<file path="config.mk">
export PLATFORM = sky130hd
export DESIGN_NAME = serial_to_lcd_line_terminal_core
export DESIGN_NICKNAME = d
export VERILOG_FILES = /design/src/hw/rtl/slt_pkg.sv /design/src/hw/rtl/slt_ctrl.sv /design/src/hw/rtl/slt_datapath.sv /design/src/hw/rtl/serial_to_lcd_line_terminal_core.sv
export SDC_FILE = /design/constraint.sdc
export NUM_CORES = 1
export LEC_CHECK = 0
export ABC_AREA = 1
export ABC_CLOCK_PERIOD_IN_PS = 2000
export BUFFER_PORTS_ARGS = -buffer_cell sky130_fd_sc_hd__buf_4
export CAP_MARGIN = 10
export CORE_MARGIN = 2
export CORE_UTILIZATION = 40
export DETAILED_ROUTE_END_ITERATION = 7
export GPL_TIMING_DRIVEN = 0
export PLACE_DENSITY_LB_ADDON = 0.08
export SETUP_SLACK_MARGIN = 0.1
export SYNTH_ARGS = -nofsm -noshare
export SYNTH_HDL_FRONTEND = slang
export SYNTH_SLANG_ARGS = --single-unit
</file>
<file path="constraint.sdc">
create_clock -name clk -period 2 [get_ports clk]
set_clock_uncertainty 0.1 [all_clocks]
set_input_delay 0.1 -clock clk [delete_from_list [all_inputs] [get_ports clk]]
set_output_delay 0.1 -clock clk [all_outputs]
set_load 0.01 [all_outputs]
</file>
<file path="src/hw/rtl/slt_pkg.sv">
// shared types, constants and byte tables for the serial-to-lcd line terminal
// no dependencies; imported by slt_ctrl, slt_datapath and the top level
package slt_pkg;

	// characters on row one before it is cleared ahead of the next character
	localparam int ROW_WIDTH = 16;

	localparam int FILL_W      = $clog2(ROW_WIDTH + 1);
	localparam int CLEAR_LAST  = ROW_WIDTH + 1;
	localparam int ROW2_LAST   = 14;
	localparam int REPORT_LAST = 2;
	localparam int IDX_MAX     = (CLEAR_LAST > ROW2_LAST) ? CLEAR_LAST : ROW2_LAST;
	localparam int IDX_W       = $clog2(IDX_MAX + 1);

	localparam logic [1:0] CMD_RX     = 2'd0;
	localparam logic [1:0] CMD_REPORT = 2'd1;
	localparam logic [1:0] CMD_RESET  = 2'd2;

	localparam logic       DEST_LCD  = 1'b0;
	localparam logic       DEST_UART = 1'b1;

	localparam logic [7:0] LCD_ROW1  = 8'h80;
	localparam logic [7:0] LCD_ROW2  = 8'hC0;
	localparam logic [7:0] CH_SPACE  = 8'h20;
	localparam logic [7:0] CH_CR     = 8'h0D;
	localparam logic [7:0] CH_LF     = 8'h0A;
	localparam logic [7:0] CH_ZERO   = 8'h30;

	typedef enum logic [4:0] {
		SEG_CLEAR  = 5'b00001,
		SEG_CHAR   = 5'b00010,
		SEG_ROW2   = 5'b00100,
		SEG_CURSOR = 5'b01000,
		SEG_REPORT = 5'b10000
	} seg_t;

	typedef struct packed {
		logic load;
		logic emit;
		logic zero_counts;
		logic clr_fill;
		logic bump;
		logic last;
		seg_t seg;
	} ctrl_cmd_t;

	typedef struct packed {
		logic adv;
		logic seg_done;
		logic new_nl;
		logic fill_full;
		logic item_nl;
		logic item_reset;
	} dp_stat_t;

	function automatic logic [7:0] digit_char(input logic [3:0] d);
		digit_char = CH_ZERO + {4'h0, d};
	endfunction

	// row two: set-address command, label, then the three count digits
	function automatic logic [7:0] row2_byte(input logic [3:0] pos, input logic [3:0] h,
			input logic [3:0] t, input logic [3:0] o);
		unique case (pos)
			4'd0:    row2_byte = LCD_ROW2;
			4'd1:    row2_byte = 8'h43; // C
			4'd2:    row2_byte = 8'h68; // h
			4'd3:    row2_byte = 8'h61; // a
			4'd4:    row2_byte = 8'h72; // r
			4'd5:    row2_byte = CH_SPACE;
			4'd6:    row2_byte = 8'h52; // R
			4'd7:    row2_byte = 8'h65; // e
			4'd8:    row2_byte = 8'h63; // c
			4'd9:    row2_byte = 8'h76; // v
			4'd10:   row2_byte = 8'h3A; // :
			4'd11:   row2_byte = CH_SPACE;
			4'd12:   row2_byte = digit_char(h);
			4'd13:   row2_byte = digit_char(t);
			4'd14:   row2_byte = digit_char(o);
			default: row2_byte = CH_SPACE;
		endcase
	endfunction

endpackage

</file>
<file path="src/hw/rtl/slt_ctrl.sv">
// sequencer: walks the byte segments an item calls for, one byte per step
// depends on slt_pkg; drives slt_datapath through ctrl_cmd_t
module slt_ctrl import slt_pkg::*; (
	input  logic       clk,
	input  logic       arst_n,
	input  logic       in_valid,
	input  logic [1:0] cmd,
	output logic       in_stall,
	input  dp_stat_t   stat_i,
	output ctrl_cmd_t  cmd_o
);

	typedef enum logic [5:0] {
		ST_IDLE   = 6'b000001,
		ST_CLEAR  = 6'b000010,
		ST_CHAR   = 6'b000100,
		ST_ROW2   = 6'b001000,
		ST_CURSOR = 6'b010000,
		ST_REPORT = 6'b100000
	} state_t;

	state_t state_q, state_d;

	assign in_stall = (state_q != ST_IDLE);

	always_comb begin
		state_d = state_q;
		cmd_o = '0;
		cmd_o.seg = SEG_CLEAR;
		unique case (state_q)
			ST_IDLE: begin
				cmd_o.load = in_valid;
				if (in_valid) begin
					unique case (cmd)
						CMD_RX: begin
							state_d = (stat_i.new_nl || stat_i.fill_full) ? ST_CLEAR : ST_CHAR;
						end
						CMD_REPORT: begin
							state_d = ST_REPORT;
						end
						CMD_RESET: begin
							cmd_o.zero_counts = 1'b1;
							state_d = ST_CLEAR;
						end
						default: begin
							state_d = ST_IDLE;
						end
					endcase
				end
			end
			ST_CLEAR: begin
				cmd_o.seg = SEG_CLEAR;
				if (stat_i.adv) begin
					cmd_o.emit = 1'b1;
					if (stat_i.seg_done) begin
						cmd_o.clr_fill = 1'b1;
						cmd_o.last = stat_i.item_nl;
						priority if (stat_i.item_nl) begin
							state_d = ST_IDLE;
						end else if (stat_i.item_reset) begin
							state_d = ST_ROW2;
						end else begin
							state_d = ST_CHAR;
						end
					end
				end
			end
			ST_CHAR: begin
				cmd_o.seg = SEG_CHAR;
				if (stat_i.adv) begin
					cmd_o.emit = 1'b1;
					cmd_o.bump = 1'b1;
					state_d = ST_ROW2;
				end
			end
			ST_ROW2: begin
				cmd_o.seg = SEG_ROW2;
				if (stat_i.adv) begin
					cmd_o.emit = 1'b1;
					if (stat_i.seg_done) begin
						state_d = ST_CURSOR;
					end
				end
			end
			ST_CURSOR: begin
				cmd_o.seg = SEG_CURSOR;
				if (stat_i.adv) begin
					cmd_o.emit = 1'b1;
					cmd_o.last = 1'b1;
					state_d = ST_IDLE;
				end
			end
			ST_REPORT: begin
				cmd_o.seg = SEG_REPORT;
				if (stat_i.adv) begin
					cmd_o.emit = 1'b1;
					cmd_o.last = stat_i.seg_done;
					if (stat_i.seg_done) begin
						state_d = ST_IDLE;
					end
				end
			end
			default: begin
				state_d = ST_IDLE;
			end
		endcase
	end

	always_ff @(posedge clk or negedge arst_n) begin
		if (!arst_n) begin
			state_q <= ST_IDLE;
		end else begin
			state_q <= state_d;
		end
	end

	a_last_needs_emit: assert property (@(posedge clk) disable iff (!arst_n)
		cmd_o.last |-> cmd_o.emit)
		else $error("last flag raised without a byte");

	a_cursor_ends_item: assert property (@(posedge clk) disable iff (!arst_n)
		(state_q == ST_CURSOR) && cmd_o.emit |=> (state_q == ST_IDLE))
		else $error("cursor byte did not end the item");

	a_no_emit_idle: assert property (@(posedge clk) disable iff (!arst_n)
		(state_q == ST_IDLE) |-> !cmd_o.emit)
		else $error("byte issued while idle");

endmodule

</file>
<file path="src/hw/rtl/slt_datapath.sv">
// datapath: item register, bcd count, row fill, segment index, byte select
// and the output register; depends on slt_pkg, driven by slt_ctrl
module slt_datapath import slt_pkg::*; (
	input  logic       clk,
	input  logic       arst_n,
	input  logic [1:0] cmd,
	input  logic [7:0] rx_byte,
	input  ctrl_cmd_t  cmd_i,
	output dp_stat_t   stat_o,
	output logic       out_valid,
	input  logic       out_stall,
	output logic       dest,
	output logic [7:0] data_byte,
	output logic       last
);

	logic [7:0]        rx_q;
	logic              nl_q;
	logic              reset_item_q;
	logic [3:0]        hund_q, tens_q, ones_q;
	logic [FILL_W-1:0] fill_q;
	logic [IDX_W-1:0]  idx_q;
	logic [IDX_W-1:0]  report_start;
	logic              seg_done;
	logic              new_nl;
	logic [7:0]        byte_d;
	logic              dest_d;
	logic              out_valid_q;
	logic              dest_q;
	logic [7:0]        byte_q;
	logic              last_q;

	assign new_nl = (rx_byte == CH_CR) || (rx_byte == CH_LF);

	// leading zeros are skipped by starting the digit walk further in
	always_comb begin
		priority if (hund_q != 4'd0) begin
			report_start = '0;
		end else if (tens_q != 4'd0) begin
			report_start = IDX_W'(1);
		end else begin
			report_start = IDX_W'(REPORT_LAST);
		end
	end

	always_comb begin
		unique case (cmd_i.seg)
			SEG_CLEAR:  seg_done = (idx_q == IDX_W'(CLEAR_LAST));
			SEG_ROW2:   seg_done = (idx_q == IDX_W'(ROW2_LAST));
			SEG_REPORT: seg_done = (idx_q == IDX_W'(REPORT_LAST));
			default:    seg_done = 1'b1;
		endcase
	end

	always_comb begin
		dest_d = DEST_LCD;
		unique case (cmd_i.seg)
			SEG_CLEAR: begin
				byte_d = ((idx_q == '0) || (idx_q == IDX_W'(CLEAR_LAST))) ? LCD_ROW1 : CH_SPACE;
			end
			SEG_CHAR: begin
				byte_d = rx_q;
			end
			SEG_ROW2: begin
				byte_d = row2_byte(idx_q[3:0], hund_q, tens_q, ones_q);
			end
			SEG_CURSOR: begin
				byte_d = LCD_ROW1 + 8'(fill_q);
			end
			SEG_REPORT: begin
				dest_d = DEST_UART;
				unique case (idx_q)
					IDX_W'(0): byte_d = digit_char(hund_q);
					IDX_W'(1): byte_d = digit_char(tens_q);
					default:   byte_d = digit_char(ones_q);
				endcase
			end
			default: begin
				byte_d = CH_SPACE;
			end
		endcase
	end

	assign stat_o.adv        = !out_valid_q || !out_stall;
	assign stat_o.seg_done   = seg_done;
	assign stat_o.new_nl     = new_nl;
	assign stat_o.fill_full  = (fill_q >= FILL_W'(ROW_WIDTH));
	assign stat_o.item_nl    = nl_q;
	assign stat_o.item_reset = reset_item_q;

	always_ff @(posedge clk) begin
		if (cmd_i.load) begin
			rx_q <= rx_byte;
			nl_q <= (cmd == CMD_RX) && new_nl;
			reset_item_q <= (cmd == CMD_RESET);
		end
	end

	always_ff @(posedge clk or negedge arst_n) begin
		if (!arst_n) begin
			hund_q <= 4'd0;
			tens_q <= 4'd0;
			ones_q <= 4'd0;
			fill_q <= '0;
			idx_q <= '0;
		end else begin
			if (cmd_i.zero_counts) begin
				hund_q <= 4'd0;
				tens_q <= 4'd0;
				ones_q <= 4'd0;
				fill_q <= '0;
			end else if (cmd_i.clr_fill) begin
				fill_q <= '0;
			end else if (cmd_i.bump) begin
				fill_q <= fill_q + FILL_W'(1);
				// bcd increment, 999 rolls over to 000
				if (ones_q == 4'd9) begin
					ones_q <= 4'd0;
					if (tens_q == 4'd9) begin
						tens_q <= 4'd0;
						hund_q <= (hund_q == 4'd9) ? 4'd0 : hund_q + 4'd1;
					end else begin
						tens_q <= tens_q + 4'd1;
					end
				end else begin
					ones_q <= ones_q + 4'd1;
				end
			end
			if (cmd_i.load) begin
				idx_q <= (cmd == CMD_REPORT) ? report_start : '0;
			end else if (cmd_i.emit) begin
				idx_q <= seg_done ? '0 : idx_q + IDX_W'(1);
			end
		end
	end

	always_ff @(posedge clk or negedge arst_n) begin
		if (!arst_n) begin
			out_valid_q <= 1'b0;
		end else if (cmd_i.emit) begin
			out_valid_q <= 1'b1;
		end else if (!out_stall) begin
			out_valid_q <= 1'b0;
		end
	end

	always_ff @(posedge clk) begin
		if (cmd_i.emit) begin
			dest_q <= dest_d;
			byte_q <= byte_d;
			last_q <= cmd_i.last;
		end
	end

	assign out_valid = out_valid_q;
	assign dest      = dest_q;
	assign data_byte = byte_q;
	assign last      = last_q;

	a_fill_bound: assert property (@(posedge clk) disable iff (!arst_n)
		fill_q <= FILL_W'(ROW_WIDTH))
		else $error("row fill beyond row width");

	a_bcd_digits: assert property (@(posedge clk) disable iff (!arst_n)
		(hund_q <= 4'd9) && (tens_q <= 4'd9) && (ones_q <= 4'd9))
		else $error("count digit out of decimal range");

	a_no_overwrite: assert property (@(posedge clk) disable iff (!arst_n)
		out_valid_q && out_stall |-> !cmd_i.emit)
		else $error("waiting byte overwritten");

	a_idx_home: assert property (@(posedge clk) disable iff (!arst_n)
		cmd_i.load |-> (idx_q == '0))
		else $error("segment index not home at item start");

endmodule

</file>
<file path="src/hw/rtl/serial_to_lcd_line_terminal_core.sv">
// serial-to-lcd line terminal: one item at a time, one output byte per cycle
// while the output is not stalled; loading an item leaves idle and each byte
// is registered in the output register; the input stalls until the last byte
// is issued, and longer under output stall; an unused command gives nothing
// reset: counts and row fill clear to zero, sequencer idle, output empty
// depends on slt_pkg, slt_ctrl and slt_datapath
module serial_to_lcd_line_terminal_core import slt_pkg::*; (
	input  logic       clk,
	input  logic       arst_n,
	input  logic       in_valid,
	output logic       in_stall,
	input  logic [1:0] cmd,
	input  logic [7:0] rx_byte,
	output logic       out_valid,
	input  logic       out_stall,
	output logic       dest,
	output logic [7:0] data_byte,
	output logic       last
);

	ctrl_cmd_t ctrl_cmd;
	dp_stat_t  dp_stat;

	slt_ctrl u_ctrl (
		.clk      (clk),
		.arst_n   (arst_n),
		.in_valid (in_valid),
		.cmd      (cmd),
		.in_stall (in_stall),
		.stat_i   (dp_stat),
		.cmd_o    (ctrl_cmd)
	);

	slt_datapath u_datapath (
		.clk       (clk),
		.arst_n    (arst_n),
		.cmd       (cmd),
		.rx_byte   (rx_byte),
		.cmd_i     (ctrl_cmd),
		.stat_o    (dp_stat),
		.out_valid (out_valid),
		.out_stall (out_stall),
		.dest      (dest),
		.data_byte (data_byte),
		.last      (last)
	);

endmodule
</file>
==> reports/qor.csv, run 1 <==
metric,value,unit
worst hold start,in_valid,
number of remaining DRC errors,0,
Cell Count Post-Placement,489,
outcome,"complete, no violations",
crit path max fanout,5,
min cycle time layout,1.88,ns
worst hold endpoint,u_ctrl.state_q[5],
power per cell area,1320,mW/mm^2
number of distinct library cell variants in the gate-level netlist after synthesis,41,
max incr delay on CP,0.46,ns
sequential fraction of design power,31.9,%
post-detailed-route count of antenna-violating nets,0,
fin crit share,93.9,%
routed wirelength normalized by instance count,14.8,um
Register Area,0.00133,sq mm
via/cell ratio,5.19,
largest buffer count on any clock path,2,
leading post-synthesis cells by instance count,"sky130_fd_sc_hd__nand2_1 (70), sky130_fd_sc_hd__inv_1 (43), sky130_fd_sc_hd__nand3_1 (29)",
fraction of final layout cells sized beyond drive strength 1,35.5,%
residual overflow from global routing,0,
first-pass GRT wire length,12900,um
Slew @ Worst Pin,0.399,ns
switching power summed over all nets,2450,uW
data arrival time at the worst-slack endpoint,1.98,ns
Max Transition Viols Final,0,
library cell used as clock root buffer,sky130_fd_sc_hd__clkbuf_8,
crit end category,flip-flop,
WP data required,2.10,ns
sequential cell area fraction in the yosys report,43.4,%
most frequently used flop master after synthesis,sky130_fd_sc_hd__dfrtp_1,
antenna violations before repair,0,
syn_nets,392,
standard-cell rows,31,
area share of the largest cell type after synthesis,22.9,%
clock tree from TritonCTS,yes,
cts bufs inserted,5,
headroom to the max-slew limit,73.4,%
"Avg Cell Area, Syn",8.38,sq um
TritonRoute pass-1 iters,4,
number of antenna cells inserted,0,
cell with the largest stage delay on the worst path,sky130_fd_sc_hd__dfrtp_1,
VDD IR max,0.000546,V
critical path class,flip-flop to flip-flop,
Initial Utilization,41.7,%
insertion delay of the later-clocked pin in the worst-skew pair,0.31,ns
area after detailed placement,0.00337,sq mm
Post-Syn Area,0.00306,sq mm
class of the most critical hold timing path,primary input to flip-flop,
via count,2767,
most used cell along the critical path,sky130_fd_sc_hd__a21oi_1,
worst r2r src,u_ctrl.state_q[1],
vertical extent of the die,91.4,um
Max-Cap Viols,0,
area grow syn2layout,34.4,%
switching part of the total power,45.4,%
number of cells on the critical path,8,
critical path cell sequence,nor2_2 > nand3_4 > a21oi_1 > nand2_1 > nand3_2 > nand2_2 > o21ai_4 > a21oi_1,
R2R setup slack,0.12,ns
DIE AREA,0.00836,sq mm
weighted congestion reported at the end of routability-driven placement,0.896,
Synth area leader,sky130_fd_sc_hd__dfrtp_1,
number of enable-type register cells in the synthesized netlist,20,
filler instances,673,
aggregate global-route resource usage,19.5,%
Comb power frac,56.9,%
maximum clock frequency,532,MHz
Yosys warnings,0,
Total Nets Final,460,
total count of hold-check failures in the final report,0,
top cells by area in the synthesized netlist,"sky130_fd_sc_hd__dfrtp_1 (23%), sky130_fd_sc_hd__edfxtp_1 (20%), sky130_fd_sc_hd__nand2_1 (8.6%), sky130_fd_sc_hd__ha_1 (5.3%), sky130_fd_sc_hd__inv_1 (5.3%)",
number of cells on the worst reg-to-reg path,8,
Iter 0 DRT Violations,113,
family with the most delay on the worst path,simple AND/OR/NAND/NOR gates,
WL final,7910,um
number of buffers and inverters on the critical path,0,
RR Endpoint,u_datapath.fill_q[1],
worst hold path cell count,3,
clock slew at reported path FFs,0.10,ns
pin count of the biggest net entering global routing,30,
area of the placeable core,0.00733,sq mm
total of flip-flops plus latches after synthesis,49,
clock network fraction of total power,11.2,%
count of input and output buffers,25,
Setup-failing EPs final,0,
Internal,2960,uW
Final Cell Area,0.00411,sq mm
number of H-tree levels,2,
Cells after Synth,365,
top-level port count,26,
share of synthesized flip-flops with an asynchronous set or reset,59.2,%
number of sinks handled by clock tree synthesis,49,
final HPWL from detailed placement,5700,um
die width,91.4,um
Non-Filler Instances,533,
static power due to leakage,0.00186,uW
area of combinational cells with multiple inputs,0.00182,sq mm
Critical Path Start Type,flip-flop,
library cell with the highest instance count after synthesis,sky130_fd_sc_hd__nand2_1,
RSZ-0062 raised after global routing,yes,
vias in the first global route,2669,
## worst register-to-register path: cells and delay by family (launching register included)
| family | cells | cell delay (ns) |
|---|---|---|
| simple gates | 5 | 0.74 |
| compound gates | 3 | 0.47 |
| flops | 1 | 0.46 |
## worst max path at each step
stage | startpoint | to | slack [ns]
finish | u_ctrl.state_q[1] | u_datapath.fill_q[1] | 0.12
floorplan | u_ctrl.state_q[3] | u_datapath.idx_q[2] | 0.12
global placement | u_ctrl.state_q[3] | u_datapath.idx_q[3] | -0.41
global route | u_datapath.idx_q[3] | u_ctrl.state_q[1] | 0.01
CTS | u_ctrl.state_q[3] | u_ctrl.state_q[1] | 0.11
detailed placement | u_ctrl.state_q[3] | u_datapath.idx_q[2] | -0.45
## registers in the layout (all words and copies together) (netlist names)
register,flops
u_datapath.data_byte,8
u_datapath.rx_q,8
u_ctrl.state_q,6
u_datapath.fill_q,5
u_datapath.idx_q,5
u_datapath.hund_q,4
u_datapath.ones_q,4
u_datapath.tens_q,4
u_datapath.dest,1
u_datapath.last,1
u_datapath.nl_q,1
u_datapath.out_valid,1
u_datapath.reset_item_q,1
## cells by family after synthesis
| logic type | synth area share (%) |
|---|---|
| AND/OR/NAND/NOR | 28.0 |
| adder cells (fa/ha/maj) | 5.32 |
| XOR/XNOR | 2.58 |
| AO/OA/AOI/OAI | 13.6 |
| flip-flops | 43.4 |
| buffers and inverters | 7.12 |
## timing repair
| item | in CTS | in global routing |
|---|---|---|
| resized for setup | 18 | 82 |
| hold buffers | 11 | 0 |
| endpoints found under the setup margin | 39 | 42 |
| pin swaps | 5 | 28 |
| setup buffers | 9 | 16 |
| hold endpoints to repair | 39 | 0 |
## metrics by stage
stage          util, %  setup slack (ns)  total power, uW  TNS, ns  hold WS [ns]
3_5_place_dp      46.0            -0.455             3880    -4.77       -0.0380
5_1_grt           56.1            0.0149             5850        0        0.0641
6_report          56.1             0.122             5410        0        0.0363
3_3_place_gp      46.0            -0.406             3840    -4.27       -0.0405
2_1_floorplan        -             0.125             3250        0        -0.296
4_1_cts           50.3             0.109             4730        0        0.0435
## layer usage
metal  track usage (%)  wire (um)
met5                 0          0
met4              6.69        129
met3              2.57        252
met2              32.0       3900
met1              26.4       3630
## cell usage in the layout, fill, tap and decap left out, drive strengths merged, types with 4 or more instances in the layout
cell / count
nand2: 78
buf: 53
inv: 53
nor2: 36
nand3: 32
dfrtp: 28
o21ai: 27
edfxtp: 20
ha: 13
a21oi: 12
dlygate4sd3: 11
nand4: 11
nor3: 10
o22ai: 9
xor2: 8
clkbuf: 5
a22oi: 5
o211ai: 4
## final cells by class
class | count | area share, %
Inverter | 54 | 5.45
Tap cell | 99 | 3.01
Buffer | 3 | 0.487
Multi-Input combinational cell | 259 | 44.3
Clock buffer | 5 | 1.67
Timing Repair Buffer | 61 | 12.1
Clock inverter | 3 | 0.548
Sequential cell | 49 | 32.5
## power by group through the flow
stage / logic [uW] / clock network (uW) / registers, uW
after global routing: 3410 / 671 / 1760
after CTS: 2410 / 628 / 1690
after global placement: 2140 / 0 / 1700
after floorplan: 1560 / 0 / 1680
after detailed placement: 2170 / 0 / 1710
final: 3080 / 607 / 1730
Power figures use the tool's default switching activity.
==> inputs of run 2 (changes only) <==
CELL_PAD_IN_SITES_DETAIL_PLACEMENT = 2   (was not set)
CELL_PAD_IN_SITES_GLOBAL_PLACEMENT = 2   (was not set)
CORE_UTILIZATION = 33   (was 40)
==> run 2 against run 1 <==
The run now ends with negative setup slack left. Non-clock buffer count up 4. Setup slack worse by 0.13 ns. Sequential share of layout area down 1.2 points. Final area up 4.0%. Combinational power up 16%. Power up 10%. Via count up 5.6%. Register-to-register slack worse by 0.13 ns. Critical endpoint is now u_datapath.data_byte[5]. Highest routed layer unchanged.
==> reports/qor.csv, run 2 (synthesis gave the netlist of run 1 again) <==
metric,value,unit,change
outcome,"finished, violations left",,
failing checks,negative setup slack,,
via count,2922,,+5.6%
library cell used as clock root buffer,sky130_fd_sc_hd__clkbuf_8,,
residual overflow from global routing,0,,unchanged
switching part of the total power,47.9,%,+2.5 points
total count of hold-check failures in the final report,0,,unchanged
WL final,11600,um,+46%
Max Transition Viols Final,0,,unchanged
filler instances,1012,,+50%
TritonRoute pass-1 iters,4,,unchanged
data arrival time at the worst-slack endpoint,2.03,ns,+0.05 ns
"most common cell after layout, fill and taps aside",sky130_fd_sc_hd__nand2_1,,
fraction of final layout cells sized beyond drive strength 1,39.7,%,+4.2 points
pin count of the biggest net entering global routing,30,,unchanged
WP data required,2.02,ns,-0.08 ns
Post-Route Utilization,46.9,%,-9.1 points
static power due to leakage,0.00189,uW,+1.5%
number of buffers and inverters on the critical path,2,,+2
Max-Cap Viols,0,,unchanged
vertical extent of the die,100,um,+9.7%
Critical Path Start Type,flip-flop,,
cell with the largest stage delay on the worst path,sky130_fd_sc_hd__dfrtp_1,,
Iter 0 DRT Violations,117,,+3.5%
fin crit share,100,%,+6.4 points
cts bufs inserted,5,,unchanged
via/cell ratio,5.32,,+2.5%
area grow syn2layout,39.7,%,
DIE AREA,0.0101,sq mm,+20%
clock network fraction of total power,11.1,%,about the same
Total Nets Final,464,,+0.87%
switching power summed over all nets,2860,uW,+16%
Slew @ Worst Pin,0.563,ns,+0.163 ns
area of the placeable core,0.00911,sq mm,+24%
worst path setup slack after routing,-0.00723,ns,-0.129 ns
area after detailed placement,0.00338,sq mm,+0.45%
power consumption,5970,uW,+10%
critical path cell sequence,buf_6 > ha_2 > nand2_2 > inv_1 > nand2_2 > nand3_4 > nor4_4 > o21ai_2 > o211ai_1,,
final HPWL from detailed placement,7340,um,+29%
antenna violations before repair,0,,unchanged
insertion delay of the later-clocked pin in the worst-skew pair,0.32,ns,about the same
Internal,3110,uW,+5.3%
Final Cell Area,0.00427,sq mm,+4.0%
headroom to the max-slew limit,62.0,%,-11 points
sequential fraction of design power,29.2,%,-2.7 points
clock tree from TritonCTS,yes,,
largest buffer count on any clock path,2,,unchanged
Comb power frac,59.7,%,+2.8 points
power per cell area,1400,mW/mm^2,+6.1%
class of the most critical hold timing path,primary input to async pin,,
Hold Worst Slack,0.147,ns,+0.111 ns
post-detailed-route count of antenna-violating nets,0,,unchanged
aggregate global-route resource usage,20.9,%,+1.4 points
clock slew at reported path FFs,0.11,ns,about the same
weighted congestion reported at the end of routability-driven placement,0.819,,-8.7%
top-level port count,26,,unchanged
Non-Filler Instances,549,,+3.0%
maximum clock frequency,498,MHz,-6.4%
RSZ-0062 raised after global routing,yes,,
VDD IR max,0.000390,V,-29%
most used cell along the critical path,sky130_fd_sc_hd__nand2_2,,
crit end category,flip-flop,,
max incr delay on CP,0.42,ns,-0.04 ns
"commonest cells after routing, fill and taps aside","sky130_fd_sc_hd__nand2_1 (53), sky130_fd_sc_hd__buf_4 (50), sky130_fd_sc_hd__inv_1 (31), sky130_fd_sc_hd__nand3_1 (22), sky130_fd_sc_hd__dfrtp_1 (22)",,
family with the most delay on the worst path,simple AND/OR/NAND/NOR gates,,
number of antenna cells inserted,0,,unchanged
number of sinks handled by clock tree synthesis,49,,unchanged
Cell Count Post-Placement,501,,+2.5%
standard-cell rows,35,,+13%
die width,100,um,+9.7%
Initial Utilization,33.6,%,-8.1 points
vias in the first global route,3036,,+14%
routed wirelength normalized by instance count,21.0,um,+42%
critical path class,flip-flop to flip-flop,,
crit path max fanout,3,,-2
number of H-tree levels,2,,unchanged
first-pass GRT wire length,16200,um,+26%
number of remaining DRC errors,0,,unchanged
min cycle time layout,2.01,ns,+0.129 ns
count of input and output buffers,25,,unchanged
Setup-failing EPs final,1,,+1
==> run 2: changes by cell type in the layout (fill, tap and decap cells not counted), sizes merged <==
| cell | delta |
|---|---|
| clkinvlp | -1 |
| buf | +4 |
| clkinv | -2 |
| inv | +3 |
==> run 2: final timing paths <==
path / start / endpoint / slack (ns) / cells after the start
setup / recovery: u_datapath.idx_q[1] / u_datapath.data_byte[5] / -0.007 / 9
hold / removal: arst_n / u_datapath.hund_q[2] / 0.15 / 2
setup reg to reg: u_datapath.idx_q[1] / u_datapath.data_byte[5] / -0.007 / 9
hold reg to reg: u_datapath.tens_q[1] / u_datapath.tens_q[1] / 0.46 / 2
max in group asynchronous: arst_n / u_ctrl.state_q[0] / 1.34 / 2
min in group clk: out_stall / u_datapath.out_valid / 0.16 / 3
==> run 2: stage by stage <==
stage	TNS, ns	setup slack, ns
finish	-0.00723	-0.00723
global route	-0.625	-0.116
CTS	0	0.0450
detailed placement	-7.57	-0.507
global placement	-5.52	-0.475
floorplan	0	0.125
==> run 2: final cells by class <==
class / instances / area (sq um) / area share [%]
clock inverter: 3 / 26.3 / 0.615
buffer: 3 / 30.0 / 0.703
sequential: 49 / 1340 / 31.2
tap: 111 / 139 / 3.25
clock buffer: 5 / 68.8 / 1.61
multi-input combinational: 259 / 1920 / 45.0
timing repair buffer: 65 / 538 / 12.6
inverter: 54 / 214 / 5.01
==> run 2: power groups by stage <==
stage | Clock, uW | Sequential (uW) | Combinational [uW]
2_1_floorplan | 0 | 1680 | 1560
3_3_place_gp | 0 | 1710 | 2220
3_5_place_dp | 0 | 1720 | 2320
4_1_cts | 691 | 1710 | 2840
5_1_grt | 730 | 1780 | 3870
6_report | 663 | 1740 | 3570
==> run 2: what timing repair did <==
item                                    4_1_cts  5_1_grt
hold buffers                                 11        0
endpoints found under the hold margin        39        0
setup buffers                                12       17
pin swaps                                    10       42
gates resized for setup                      53       74
endpoints found under the setup margin       46       51
==> run 2: metal layers <==
layer  vias up  GRT usage (%)  routed length, um
met1      1481           27.0               4810
met5         -              0                  0
met2        40           37.7               6380
met3        11           2.37                257
met4         0           4.21                107
li1       1390              -                  -
